`src/rtl/core/pal_pkg.sv`:
```
// ----------------------------------------------------------------------------
// pal_pkg
// Shared types, codes and defaults of the positional array list.
// ----------------------------------------------------------------------------
package pal_pkg;

	localparam int DEPTH_DEFAULT      = 128;
	localparam int DATA_WIDTH_DEFAULT = 32;

	localparam logic [2:0] CMD_INSERT = 3'd0;
	localparam logic [2:0] CMD_DELETE = 3'd1;
	localparam logic [2:0] CMD_SET    = 3'd2;
	localparam logic [2:0] CMD_GET    = 3'd3;
	localparam logic [2:0] CMD_LOCATE = 3'd4;

	localparam logic [1:0] ST_OK      = 2'd0;
	localparam logic [1:0] ST_ILLEGAL = 2'd1;
	localparam logic [1:0] ST_FULL    = 2'd2;

	typedef struct packed {
		logic [2:0]  command;
		logic [7:0]  position;
		logic [31:0] item_value;
	} req_t;

	typedef struct packed {
		logic [31:0] read_value;
		logic [6:0]  found_index;
		logic        found;
		logic [1:0]  status;
		logic [7:0]  list_length;
		logic        list_empty;
	} rsp_t;

	typedef enum logic [3:0] {
		S_IDLE,
		S_EXEC,
		S_INS_RD,
		S_INS_WR,
		S_INS_LAST,
		S_GET_CAP,
		S_DEL_CAP,
		S_DEL_RD,
		S_DEL_WR,
		S_DEL_LAST,
		S_LOC_CMP,
		S_DONE
	} state_t;

	typedef enum logic [2:0] {
		PTR_HOLD,
		PTR_COUNT,
		PTR_POS,
		PTR_ZERO,
		PTR_DEC,
		PTR_INC
	} ptr_op_t;

	typedef enum logic [1:0] {
		RA_POS,
		RA_PTR_DEC,
		RA_PTR_INC,
		RA_ZERO
	} rd_sel_t;

	typedef enum logic {
		WA_PTR_DATA,
		WA_POS_VAL
	} wr_sel_t;

	typedef enum logic [1:0] {
		CNT_HOLD,
		CNT_INC,
		CNT_DEC
	} cnt_op_t;

	typedef struct packed {
		logic       req_load;
		ptr_op_t    ptr_op;
		logic       rd_en;
		rd_sel_t    rd_sel;
		logic       wr_en;
		wr_sel_t    wr_sel;
		cnt_op_t    cnt_op;
		logic       st_set;
		logic [1:0] st_val;
		logic       rd_cap;
		logic       found_cap;
		logic       out_load;
	} ctl_t;

	typedef struct packed {
		logic [2:0] cmd;
		logic       pos_gt_cnt;
		logic       pos_ge_cnt;
		logic       pos_eq_cnt;
		logic       full;
		logic       cnt_zero;
		logic       ptr_eq_pos1;
		logic       pos1_lt_cnt;
		logic       ptr2_lt_cnt;
		logic       ptr1_ge_cnt;
		logic       match;
		logic       out_free;
	} stat_t;

endpackage

```
`src/rtl/core/pal_ctrl.sv`:
```
// ----------------------------------------------------------------------------
// pal_ctrl
// Sequencer of the positional array list: decodes each request and steps the
// datapath through entry moves, scans and the result hand-off.
// ----------------------------------------------------------------------------
module pal_ctrl (
	input  logic           clk,
	input  logic           arst_n,
	input  logic           req_valid,
	output logic           req_stall,
	input  pal_pkg::stat_t stat,
	output pal_pkg::ctl_t  ctl
);
	import pal_pkg::*;

	state_t state_q;
	state_t state_d;

	always_ff @(posedge clk or negedge arst_n) begin
		if (!arst_n) begin
			state_q <= S_IDLE;
		end else begin
			state_q <= state_d;
		end
	end

	always_comb begin
		state_d = state_q;
		unique case (state_q)
			S_IDLE: begin
				if (req_valid) state_d = S_EXEC;
			end
			S_EXEC: begin
				state_d = S_DONE;
				unique case (stat.cmd)
					CMD_INSERT: begin
						if (!stat.pos_gt_cnt && !stat.full) begin
							state_d = stat.pos_eq_cnt ? S_INS_LAST : S_INS_RD;
						end
					end
					CMD_DELETE: begin
						if (!stat.pos_ge_cnt) state_d = S_DEL_CAP;
					end
					CMD_GET: begin
						if (!stat.pos_ge_cnt) state_d = S_GET_CAP;
					end
					CMD_LOCATE: begin
						if (!stat.cnt_zero) state_d = S_LOC_CMP;
					end
					default: state_d = S_DONE;
				endcase
			end
			S_INS_RD:   state_d = S_INS_WR;
			S_INS_WR:   state_d = stat.ptr_eq_pos1 ? S_INS_LAST : S_INS_RD;
			S_INS_LAST: state_d = S_DONE;
			S_GET_CAP:  state_d = S_DONE;
			S_DEL_CAP:  state_d = stat.pos1_lt_cnt ? S_DEL_RD : S_DEL_LAST;
			S_DEL_RD:   state_d = S_DEL_WR;
			S_DEL_WR:   state_d = stat.ptr2_lt_cnt ? S_DEL_RD : S_DEL_LAST;
			S_DEL_LAST: state_d = S_DONE;
			S_LOC_CMP: begin
				if (stat.match || stat.ptr1_ge_cnt) state_d = S_DONE;
			end
			S_DONE: begin
				if (stat.out_free) state_d = S_IDLE;
			end
			default: state_d = S_IDLE;
		endcase
	end

	always_comb begin
		ctl       = '0;
		req_stall = (state_q != S_IDLE);
		unique case (state_q)
			S_IDLE: begin
				ctl.req_load = req_valid;
			end
			S_EXEC: begin
				unique case (stat.cmd)
					CMD_INSERT: begin
						priority if (stat.pos_gt_cnt) begin
							ctl.st_set = 1'b1;
							ctl.st_val = ST_ILLEGAL;
						end else if (stat.full) begin
							ctl.st_set = 1'b1;
							ctl.st_val = ST_FULL;
						end else begin
							ctl.ptr_op = PTR_COUNT;
						end
					end
					CMD_DELETE, CMD_GET: begin
						if (stat.pos_ge_cnt) begin
							ctl.st_set = 1'b1;
							ctl.st_val = ST_ILLEGAL;
						end else begin
							ctl.rd_en  = 1'b1;
							ctl.rd_sel = RA_POS;
						end
					end
					CMD_SET: begin
						if (stat.pos_ge_cnt) begin
							ctl.st_set = 1'b1;
							ctl.st_val = ST_ILLEGAL;
						end else begin
							ctl.wr_en  = 1'b1;
							ctl.wr_sel = WA_POS_VAL;
						end
					end
					CMD_LOCATE: begin
						if (!stat.cnt_zero) begin
							ctl.rd_en  = 1'b1;
							ctl.rd_sel = RA_ZERO;
							ctl.ptr_op = PTR_ZERO;
						end
					end
					default: ;
				endcase
			end
			S_INS_RD: begin
				ctl.rd_en  = 1'b1;
				ctl.rd_sel = RA_PTR_DEC;
			end
			S_INS_WR: begin
				ctl.wr_en  = 1'b1;
				ctl.wr_sel = WA_PTR_DATA;
				ctl.ptr_op = PTR_DEC;
			end
			S_INS_LAST: begin
				ctl.wr_en  = 1'b1;
				ctl.wr_sel = WA_POS_VAL;
				ctl.cnt_op = CNT_INC;
			end
			S_GET_CAP: begin
				ctl.rd_cap = 1'b1;
			end
			S_DEL_CAP: begin
				ctl.rd_cap = 1'b1;
				ctl.ptr_op = PTR_POS;
			end
			S_DEL_RD: begin
				ctl.rd_en  = 1'b1;
				ctl.rd_sel = RA_PTR_INC;
			end
			S_DEL_WR: begin
				ctl.wr_en  = 1'b1;
				ctl.wr_sel = WA_PTR_DATA;
				ctl.ptr_op = PTR_INC;
			end
			S_DEL_LAST: begin
				ctl.cnt_op = CNT_DEC;
			end
			S_LOC_CMP: begin
				priority if (stat.match) begin
					ctl.found_cap = 1'b1;
				end else if (!stat.ptr1_ge_cnt) begin
					ctl.rd_en  = 1'b1;
					ctl.rd_sel = RA_PTR_INC;
					ctl.ptr_op = PTR_INC;
				end else begin
					ctl.ptr_op = PTR_HOLD;
				end
			end
			S_DONE: begin
				ctl.out_load = stat.out_free;
			end
			default: ;
		endcase
	end

endmodule

```
`src/rtl/core/pal_dp.sv`:
```
// ----------------------------------------------------------------------------
// pal_dp
// Datapath of the positional array list: entry memory, length counter, scan
// pointer, request and result registers, and the response output register.
// ----------------------------------------------------------------------------
module pal_dp #(
	parameter int DEPTH      = pal_pkg::DEPTH_DEFAULT,
	parameter int DATA_WIDTH = pal_pkg::DATA_WIDTH_DEFAULT
) (
	input  logic           clk,
	input  logic           arst_n,
	input  pal_pkg::req_t  req,
	input  pal_pkg::ctl_t  ctl,
	output pal_pkg::stat_t stat,
	output logic           rsp_valid,
	input  logic           rsp_stall,
	output pal_pkg::rsp_t  rsp
);
	import pal_pkg::*;

	localparam int CW = $clog2(DEPTH + 1);
	localparam int AW = $clog2(DEPTH);
	localparam int EW = ((CW > 8) ? CW : 8) + 2;

	logic [DATA_WIDTH-1:0] mem [DEPTH];
	logic [DATA_WIDTH-1:0] rdata_q;

	logic [2:0]            cmd_q;
	logic [7:0]            pos_q;
	logic [DATA_WIDTH-1:0] val_q;
	logic [CW-1:0]         count_q;
	logic [CW-1:0]         ptr_q;

	logic [DATA_WIDTH-1:0] res_rd_q;
	logic [CW-1:0]         res_fidx_q;
	logic                  res_found_q;
	logic [1:0]            res_st_q;

	logic                  rsp_valid_q;
	rsp_t                  rsp_q;

	logic [EW-1:0]         pos_e;
	logic [EW-1:0]         cnt_e;
	logic [EW-1:0]         ptr_e;
	logic [AW-1:0]         raddr;
	logic [AW-1:0]         waddr;
	logic [DATA_WIDTH-1:0] wdata;

	assign pos_e = EW'(pos_q);
	assign cnt_e = EW'(count_q);
	assign ptr_e = EW'(ptr_q);

	always_comb begin
		stat.cmd         = cmd_q;
		stat.pos_gt_cnt  = pos_e > cnt_e;
		stat.pos_ge_cnt  = pos_e >= cnt_e;
		stat.pos_eq_cnt  = pos_e == cnt_e;
		stat.full        = cnt_e >= EW'(DEPTH);
		stat.cnt_zero    = count_q == '0;
		stat.ptr_eq_pos1 = ptr_e == pos_e + EW'(1);
		stat.pos1_lt_cnt = pos_e + EW'(1) < cnt_e;
		stat.ptr2_lt_cnt = ptr_e + EW'(2) < cnt_e;
		stat.ptr1_ge_cnt = ptr_e + EW'(1) >= cnt_e;
		stat.match       = rdata_q == val_q;
		stat.out_free    = !rsp_valid_q || !rsp_stall;
	end

	always_comb begin
		unique case (ctl.rd_sel)
			RA_POS:     raddr = AW'(pos_q);
			RA_PTR_DEC: raddr = AW'(ptr_q - CW'(1));
			RA_PTR_INC: raddr = AW'(ptr_q + CW'(1));
			RA_ZERO:    raddr = '0;
			default:    raddr = '0;
		endcase
	end

	always_comb begin
		unique case (ctl.wr_sel)
			WA_PTR_DATA: begin
				waddr = AW'(ptr_q);
				wdata = rdata_q;
			end
			WA_POS_VAL: begin
				waddr = AW'(pos_q);
				wdata = val_q;
			end
			default: begin
				waddr = AW'(pos_q);
				wdata = val_q;
			end
		endcase
	end

	always_ff @(posedge clk) begin
		if (ctl.wr_en) mem[waddr] <= wdata;
	end

	always_ff @(posedge clk) begin
		if (ctl.rd_en) rdata_q <= mem[raddr];
	end

	always_ff @(posedge clk) begin
		if (ctl.req_load) begin
			cmd_q <= req.command;
			pos_q <= req.position;
			val_q <= DATA_WIDTH'(req.item_value);
		end
	end

	always_ff @(posedge clk) begin
		unique case (ctl.ptr_op)
			PTR_HOLD:  ptr_q <= ptr_q;
			PTR_COUNT: ptr_q <= count_q;
			PTR_POS:   ptr_q <= CW'(pos_q);
			PTR_ZERO:  ptr_q <= '0;
			PTR_DEC:   ptr_q <= ptr_q - CW'(1);
			PTR_INC:   ptr_q <= ptr_q + CW'(1);
			default:   ptr_q <= ptr_q;
		endcase
	end

	always_ff @(posedge clk or negedge arst_n) begin
		if (!arst_n) begin
			count_q <= '0;
		end else begin
			unique case (ctl.cnt_op)
				CNT_HOLD: count_q <= count_q;
				CNT_INC:  count_q <= count_q + CW'(1);
				CNT_DEC:  count_q <= count_q - CW'(1);
				default:  count_q <= count_q;
			endcase
		end
	end

	always_ff @(posedge clk) begin
		if (ctl.req_load) begin
			res_rd_q    <= '0;
			res_fidx_q  <= '0;
			res_found_q <= 1'b0;
			res_st_q    <= ST_OK;
		end else begin
			if (ctl.st_set) res_st_q <= ctl.st_val;
			if (ctl.rd_cap) res_rd_q <= rdata_q;
			if (ctl.found_cap) begin
				res_found_q <= 1'b1;
				res_fidx_q  <= ptr_q;
			end
		end
	end

	always_ff @(posedge clk or negedge arst_n) begin
		if (!arst_n) begin
			rsp_valid_q <= 1'b0;
		end else if (ctl.out_load) begin
			rsp_valid_q <= 1'b1;
		end else if (!rsp_stall) begin
			rsp_valid_q <= 1'b0;
		end
	end

	always_ff @(posedge clk) begin
		if (ctl.out_load) begin
			rsp_q.read_value  <= 32'(res_rd_q);
			rsp_q.found_index <= 7'(res_fidx_q);
			rsp_q.found       <= res_found_q;
			rsp_q.status      <= res_st_q;
			rsp_q.list_length <= 8'(count_q);
			rsp_q.list_empty  <= count_q == '0;
		end
	end

	assign rsp_valid = rsp_valid_q;
	assign rsp       = rsp_q;

	a_count_bound: assert property (@(posedge clk) disable iff (!arst_n)
		EW'(count_q) <= EW'(DEPTH))
		else $error("list length exceeds depth");

	a_count_step: assert property (@(posedge clk) disable iff (!arst_n)
		(count_q != $past(count_q)) |->
		((count_q == $past(count_q) + CW'(1)) || (count_q == $past(count_q) - CW'(1))))
		else $error("list length moved by more than one");

	a_found_in_range: assert property (@(posedge clk) disable iff (!arst_n)
		ctl.found_cap |-> (ptr_q < count_q))
		else $error("locate hit beyond list length");

	a_move_in_range: assert property (@(posedge clk) disable iff (!arst_n)
		(ctl.wr_en && (ctl.wr_sel == WA_PTR_DATA)) |-> (ptr_q <= count_q))
		else $error("entry move beyond list length");

endmodule

```
`src/rtl/core/positional_array_list.sv`:
```
// ----------------------------------------------------------------------------
// positional_array_list
// Ordered list of up to DEPTH entries kept packed from position zero, with
// insert, delete, set, get and locate requests over a valid/stall interface.
// ----------------------------------------------------------------------------
// One request is handled at a time and each produces exactly one response
// transaction. The entries live in a single memory with one write and one
// registered read port: a rejected request only sets its status, set writes
// its entry, get reads and captures it, locate compares the entries from
// position zero until a match or the end, insert moves each entry from the
// end down to the position up by one before writing the new value, and delete
// captures its entry and moves each later entry down by one. A finished
// response waits in an output register, so the next request is taken as soon
// as the response has been loaded there.
module positional_array_list #(
	parameter int DEPTH      = pal_pkg::DEPTH_DEFAULT,
	parameter int DATA_WIDTH = pal_pkg::DATA_WIDTH_DEFAULT
) (
	input  logic          clk,
	input  logic          arst_n,
	input  logic          req_valid,
	output logic          req_stall,
	input  pal_pkg::req_t req,
	output logic          rsp_valid,
	input  logic          rsp_stall,
	output pal_pkg::rsp_t rsp
);
	import pal_pkg::*;

	ctl_t  ctl;
	stat_t stat;

	pal_ctrl u_ctrl (
		.clk       (clk),
		.arst_n    (arst_n),
		.req_valid (req_valid),
		.req_stall (req_stall),
		.stat      (stat),
		.ctl       (ctl)
	);

	pal_dp #(
		.DEPTH      (DEPTH),
		.DATA_WIDTH (DATA_WIDTH)
	) u_dp (
		.clk       (clk),
		.arst_n    (arst_n),
		.req       (req),
		.ctl       (ctl),
		.stat      (stat),
		.rsp_valid (rsp_valid),
		.rsp_stall (rsp_stall),
		.rsp       (rsp)
	);

endmodule
```
`config.mk`:
```
export PLATFORM = sky130hd
export DESIGN_NAME = positional_array_list
export DESIGN_NICKNAME = d
export VERILOG_FILES = /design/src/rtl/core/pal_pkg.sv /design/src/rtl/core/pal_ctrl.sv /design/src/rtl/core/pal_dp.sv /design/src/rtl/core/positional_array_list.sv
export SDC_FILE = /design/constraint.sdc
export NUM_CORES = 2
export LEC_CHECK = 0
export ABC_AREA = 0
export BUFFER_PORTS_ARGS = -buffer_cell sky130_fd_sc_hd__buf_2
export CAP_MARGIN = 20
export CORE_MARGIN = 3
export CORE_UTILIZATION = 45
export CTS_CLUSTER_SIZE = 10
export DETAILED_ROUTE_END_ITERATION = 12
export PLACE_DENSITY = 0.64
export SETUP_SLACK_MARGIN = 0.3
export SLEW_MARGIN = 20
export SYNTH_ARGS = -nofsm -noshare
export SYNTH_HDL_FRONTEND = slang
export SYNTH_SLANG_ARGS = --single-unit
```
`constraint.sdc`:
```
create_clock -name clk -period 6.75 [get_ports clk]
set_input_delay 1.0125 -clock clk [delete_from_list [all_inputs] [get_ports clk]]
set_output_delay 1.0125 -clock clk [all_outputs]
set_load 0.1 [all_outputs]
```
## Word-level counts from Yosys, hierarchy flattened

Memories as Yosys holds them, arrays and structs flattened. A register that Yosys moved wholly into a read port is not among the register bits.
Index checks and enable logic that the tools add are counted.

- Bits in registers: 157
- Bits in latches: 0
- Bits in writable memories: 4,096
- Bits in read-only memories: 0
- Bits of input ports: 47
- Output and inout port bits: 53
- Memories: 1

Memory list:

| memory | words | bits a word | rd ports | clocked after memory_dff | wr ports | RTL line | source |
|---|---|---|---|---|---|---|---|
| u_dp.mem | 128 | 32 | 1 | 1 | 1 | pal_dp.sv:25 | `logic [DATA_WIDTH-1:0] mem [DEPTH];` |

- Add/sub/neg operators: 7
- Multipliers: 0
- Div/mod/pow operators: 0
- Magnitude comparators: 6
- Equality and inequality tests: 32
- Shifts and indexed selects: 0
- Muxes and demuxes: 47
- Bitwise logic cells: 1
- Reductions and logical operators: 20

Operators with widths:

| kind | number |
|---|---|
| one-hot mux 32 bit (2 select lines) | 1 |
| one-hot mux 4 bit (10 select lines) | 1 |
| one-hot mux 8 bit (5 select lines) | 1 |
| equality test 32 bit | 1 |
| 2-to-1 mux 4 bit | 8 |
| one-hot mux 7 bit (4 select lines) | 1 |
| 2-to-1 mux 3 bit | 9 |
| less-than comparator 10 x 8 -> 1 bit | 2 |
| adder 8 x 1 -> 9 bit (second input constant) | 2 |
| one-hot mux 3 bit (2 select lines) | 3 |
| adder 8 x 1 -> 8 bit (second input constant) | 2 |
| equality test 4 x 3 -> 1 bit (second input constant) | 4 |
| equality test 4 bit (second input constant) | 4 |
| one-hot mux 4 bit (4 select lines) | 1 |
| one-hot mux 8 bit (2 select lines) | 1 |
| subtractor 8 x 1 -> 8 bit (second input constant) | 2 |
| one-hot mux 3 bit (5 select lines) | 1 |
| one-hot mux 7 bit (2 select lines) | 1 |
| equality test 3 x 2 -> 1 bit (second input constant) | 4 |
| 2-to-1 mux 1 bit | 12 |
| one-hot mux 3 bit (4 select lines) | 1 |
| greater-or-equal comparator 10 x 8 -> 1 bit | 1 |
| adder 8 x 2 -> 9 bit (second input constant) | 1 |
| equality test 3 bit (second input constant) | 3 |
| other kinds (31) | 46 |

## Depth between registers and ports, before layout

- Depth after elaboration: 7
- Gate-level depth with buffers: 25
- Gate-level depth less buffers: 17

## By module

From an unflattened synthesis, not the netlist that was laid out.

- Cells, all modules: 11,627
- Area total of the unflattened synthesis: 174,661.3 µm²

By module, submodules not included:

| module | times used | cells each | area an instance (µm²) | seq. area each (µm²) |
|---|---|---|---|---|
| pal_dp | 1 | 11,525 | 173,934.3 | 128,087.8 |
| pal_ctrl | 1 | 102 | 726.9 | 100.1 |

## Worst setup path before layout

OpenSTA, ideal clock, no wires.

- Kind: reg2reg
- Start point: register u_dp.count_q[1]
- End point: memory u_dp.mem[25][0] (netlist bit), enable pin
- Setup time: 421 ps
- Arrival time: 4,522 ps
- Data required time: 6,329 ps
- Setup slack: 1,807 ps
- Cell stages (with the launch flop): 15
- Cells stage by stage: dfrtp_1 inv_1 ha_1 nor2b_1 o21a_1 o21ai_1 a21oi_1 nor4_1 nand2_1 o31a_1 mux2i_1 or2_2 nand2b_1 clkbuf_1 nor2_1

- Word-level cells in the longest chain between the ends: 6
- Elaborated cells on any way between the ends: 8
- Classes of those cells: order compare (1); mux (6); bitwise (1)

RTL lines:

| item | RTL line | source |
|---|---|---|
| start, declared | pal_dp.sv:31 | `logic [CW-1:0] count_q;` |
| start signal, assigned | pal_dp.sv:128 | `CNT_HOLD: count_q <= count_q;` |
| start signal, assigned | pal_dp.sv:129 | `CNT_INC: count_q <= count_q + CW'(1);` |
| start signal, assigned | pal_dp.sv:130 | `CNT_DEC: count_q <= count_q - CW'(1);` |
| greater-or-equal comparator 8 bit (*) | pal_dp.sv:56 | `stat.pos_ge_cnt = pos_e >= cnt_e;` |
| 2-to-1 mux 2 bit (*) | pal_ctrl.sv:101 | `if (stat.pos_ge_cnt) begin` |
| 2-to-1 mux 2 bit (*) | pal_ctrl.sv:79 | `unique case (stat.cmd)` |
| one-hot mux 2 bit (3 select lines) (*) | pal_ctrl.sv:74 | `unique case (state_q)` |
| NOT 1 bit / 2-to-1 mux 1 bit (equally long branches) | pal_dp.sv:79, pal_dp.sv:96 |  |
| one-hot mux 7 bit (2 select lines) / 2-to-1 mux 1 bit (equally long branches) | pal_dp.sv:79, pal_dp.sv:96 |  |
| end, declared | pal_dp.sv:25 |  |

Every way passes the cells marked *; elsewhere a longest branch is shown, timed or not.

## Worst setup path after layout

- Start point: register u_dp.ptr_q[1]
- End point: register u_dp.rdata_q[1], read port of u_dp.mem, data pin

- Word-level cells in the longest chain between the ends: 7
- Elaborated cells on any way between the ends: 12
- Classes of those cells: add/sub (3); order compare (1); eq/ne (3); mux (4); reduce/logical (1)

RTL lines:

| item | RTL line | source |
|---|---|---|
| start, declared | pal_dp.sv:32 | `logic [CW-1:0] ptr_q;` |
| start signal, assigned | pal_dp.sv:113 | `PTR_HOLD: ptr_q <= ptr_q;` |
| start signal, assigned | pal_dp.sv:114 | `PTR_COUNT: ptr_q <= count_q;` |
| start signal, assigned | pal_dp.sv:115 | `PTR_POS: ptr_q <= CW'(pos_q);` |
| adder 8 x 1 -> 9 bit | pal_dp.sv:63 | `stat.ptr1_ge_cnt = ptr_e + EW'(1) >= cnt_e;` |
| greater-or-equal comparator 10 x 8 -> 1 bit | pal_dp.sv:63 |  |
| 2-to-1 mux 3 bit | pal_ctrl.sv:155 | `end else if (!stat.ptr1_ge_cnt) begin` |
| 2-to-1 mux 6 bit | pal_ctrl.sv:153 | `priority if (stat.match) begin` |
| one-hot mux 3 bit (4 select lines) | pal_ctrl.sv:74 |  |
| equality test 2 bit (tied with other cells) | pal_dp.sv:69 | `unique case (ctl.rd_sel)` |
| one-hot mux 7 bit (4 select lines) | pal_dp.sv:69 |  |
| end, declared | pal_dp.sv:26 | `logic [DATA_WIDTH-1:0] rdata_q;` |

Parallel ways exist; a longest one is shown, timed or not.
A chain may end at the register's enable or synchronous reset.

==> reports/metrics.yaml <==
outcome: "complete, no violations"
core_area_um2: 372000
max_stage_delay_ns: 0.56
hold_viol: 0
relSlewSlack_pct: 16.9
wl_per_cell_um: 31.9
drt_iter0_drc: 15100
start_util_pct: 45.2
grt_pass1_vias: 99100
finalClockSkew_ns: 0.0909
totalWireLength_um: 528000
setup_slack_ns: 0.355
drv_cap: 0
critPathSlowestCell: "nor2_4"
drt_pre_antenna_iters: 8
clk_path_buf_depth: 4
gp_congestion: 0.929
num_vias: 103000
die_h_um: 618
crit_type: "reg -> reg"
dieArea_um2: 382000
crit_path_cell_trace: "ha_1, nand3_1, nor2_1, xor2_1, ha_1, and4_1, o2111a_1, a311oi_2, o21ai_2, a41o_1, or2_4, nor2_4, buf_4, nand3_1, a21oi_1, o2111ai_1, nand2_2, nand3_1"
ys.flop_type: "edfxtp_1"
peakVddDrop_mv: 0.663
seq_area_frac_synth_pct: 76.1
arrival_ns: 7.13
critPathTopFamily: "simple AND/OR/NAND/NOR gates"
p_per_area_nw_per_um2: 556
synth_top_family_by_area: "simple AND/OR/NAND/NOR gates"
postLayoutCellArea_um2: 192000
post-dp-hpwl_um: 318000
async_reset_ff_share_pct: 0.303
antenna_found_initial: 35
cts.sinks: 4285
rsz0062_at_grt: "true"
cts_max_level: 5
syn_area_um2: 169000
setup_tns_ns: 0
crit_top_cell: "nand3_1"
tightest_slew_ns: 1.24
cts_tree: "yes"
final_util_pct: 51.5
min_path_type: "in -> reg"
cts_made_buffers: 473
dp.cells: 15900
grt_pass1_wl_um: 741000
grt_max_degree: 159
synth-simple-area-share_pct: 9.24
ys_seq_elements: 4285
yosysWarnings: 0
post-place-ws_ns: -0.350
root_buffer: "clkbuf_16"
top_level_ports: 100
synthAdderAreaFrac_pct: 0.339
critPathMaxFanout: 26
avgSynthCellArea_um2: 15.4
synth_edf_count: 4230
place_area_um2: 179000
clock_latency_ns: 1.03
areaGrowthSynthToFinish_pct: 13.8
ant_nets: 0
drive_gt1_share_pct: 15.0
syn_inst: 11000
cp.required_ns: 7.48
nets: 11600
grtUsageTotal_pct: 27.0
cp-start-kind: "register"
path_buf_inv: 1
period_share_pct: 94.7
port_buffers: 99
power.leakage_nw: 63.7
chipWidth_um: 618
drc: 0
yosysUniqueCellTypes: 82
routed_via_density: 6.23
fill_cells: 29900
rows: 224
period_minus_slack_ns: 6.40
max_freq_mhz: 156
muxShareOfSynthArea_pct: 6.13
slew_violations: 0
synth_xor_area_share_pct: 0.364
finalSetupViolations: 0
overflow: 0
clkTransAtPathRegs_ns: 0.06
synth_fp_nets: 11100
end_kind: "register"
synth_compound_area_share_pct: 5.77
final_cells: 16500
==> sequential cells by signal, summed over array words and instances, names as in the netlist, 2 cells and up <==
name             cells
u_ctrl.state_q       4
u_dp.rdata_q        32
u_dp.ptr_q           8
u_dp.pos_q           8
u_dp.cmd_q           3
u_dp.res_fidx_q      7
u_dp.count_q         8
u_dp.res_st_q        2
u_dp.res_rd_q       32
u_dp.rsp            51
u_dp.val_q          32
u_dp.mem          4096
==> power by group <==
| part | total [W] | internal, W | switching [W] |
|---|---|---|---|
| registers | 0.0351 | 0.0345 | 0.000661 |
| clock network | 0.0222 | 0.0125 | 0.00967 |
| logic | 0.0493 | 0.0141 | 0.0352 |
==> worst paths after layout <==
check                             startpoint           endpoint  slack, ns  cells after the start
setup / recovery               u_dp.ptr_q[1]    u_dp.rdata_q[1]       0.35                     18
hold / removal                       req[21]     u_dp.val_q[21]       0.18                      1
setup reg to reg               u_dp.ptr_q[1]    u_dp.rdata_q[1]       0.35                     18
hold reg to reg            u_dp.res_rd_q[14]       u_dp.rsp[33]       0.41                      0
max in group asynchronous             arst_n    u_dp.count_q[4]       6.07                      2
min in group asynchronous             arst_n  u_ctrl.state_q[3]       0.45                      2
==> cell families after synthesis <==
kind of cell	after synthesis
flops	4285
xor+xnor	70
fa+ha+maj	45
buf+inv	701
compound gates	1514
mux	747
simple gates	3603
==> stage by stage <==
stage | total power (W) | hold WS [ns]
CTS | 0.106 | 0.116
global placement | 0.0829 | 0.412
finish | 0.107 | 0.177
floorplan | 0.0625 | 0.402
detailed placement | 0.0835 | 0.420
global route | 0.110 | 0.155
==> cell type report <==
class	count	area, um^2	share of cell area, %
clock inverter	35	487	0.254
tap	4972	6220	3.24
inverter	28	105	0.0548
antenna	8	20.0	0.0104
multi-input combinational	5980	38400	20.0
timing repair buffer	694	6280	3.27
clock buffer	526	12100	6.31
sequential	4285	128000	66.8
==> metal layers <==
metal  global-route usage (%)  part of all wire (%)
met1                     37.1                    38
met2                     41.4                    45
met3                     6.13                    12
met4                     12.3                   5.2
met5                        0                 0.020
==> Yosys cell counts (22+ instances only) <==
cell type / instances / area, um^2
a41o_1: 22 / 220
a22oi_1: 176 / 1320
buf_4: 94 / 706
nand2_1: 2188 / 8210
buf_1: 42 / 158
buf_2: 310 / 1550
xor2_1: 50 / 438
or4_1: 27 / 203
nand3_1: 837 / 4190
nand2b_1: 41 / 257
clkbuf_1: 206 / 773
mux2_2: 56 / 631
nand4_1: 74 / 463
dfxtp_1: 42 / 841
mux2i_1: 468 / 4680
o21ai_0: 100 / 500
a21oi_1: 554 / 2770
edfxtp_1: 4230 / 127000
a41oi_1: 25 / 219
ha_1: 44 / 551
nor3_1: 49 / 245
nor2_1: 219 / 822
a31oi_1: 133 / 832
nor4_1: 53 / 332
and3_1: 56 / 350
a211oi_1: 81 / 608
inv_1: 28 / 105
a221oi_1: 89 / 780
mux4_2: 223 / 5020
o22ai_1: 150 / 938
==> placed cells by master, fill, tap and decap left out, drive strengths merged, types with 54 or more instances in the layout <==
cell type  synthesis  final
nand4             74     74
clkbuf           207    527
a211oi            82     82
nand2           2189   2190
nor3              57     57
o22ai            150    150
a22oi            176    176
edfxtp          4230   4230
a31oi            133    133
mux2              56     56
buf              466    692
and3              56     56
nor2             223    223
o21ai            111    111
mux2i            468    468
mux4             223    223
a21oi            556    556
nand3            843    843
nor4              54     54
a221oi            89     89
==> timing repair <==
item / 4_1_cts / 5_1_grt
hold buffers: 1 / 0
endpoints found under the setup margin: 23 / 32
hold endpoints to repair: 13 / 0
cloned: 1 / 0
setup buffers: 5 / 8
pin swaps: 0 / 3
resized for setup: 34 / 13
No activity file was read; power rests on OpenSTA's default activity.
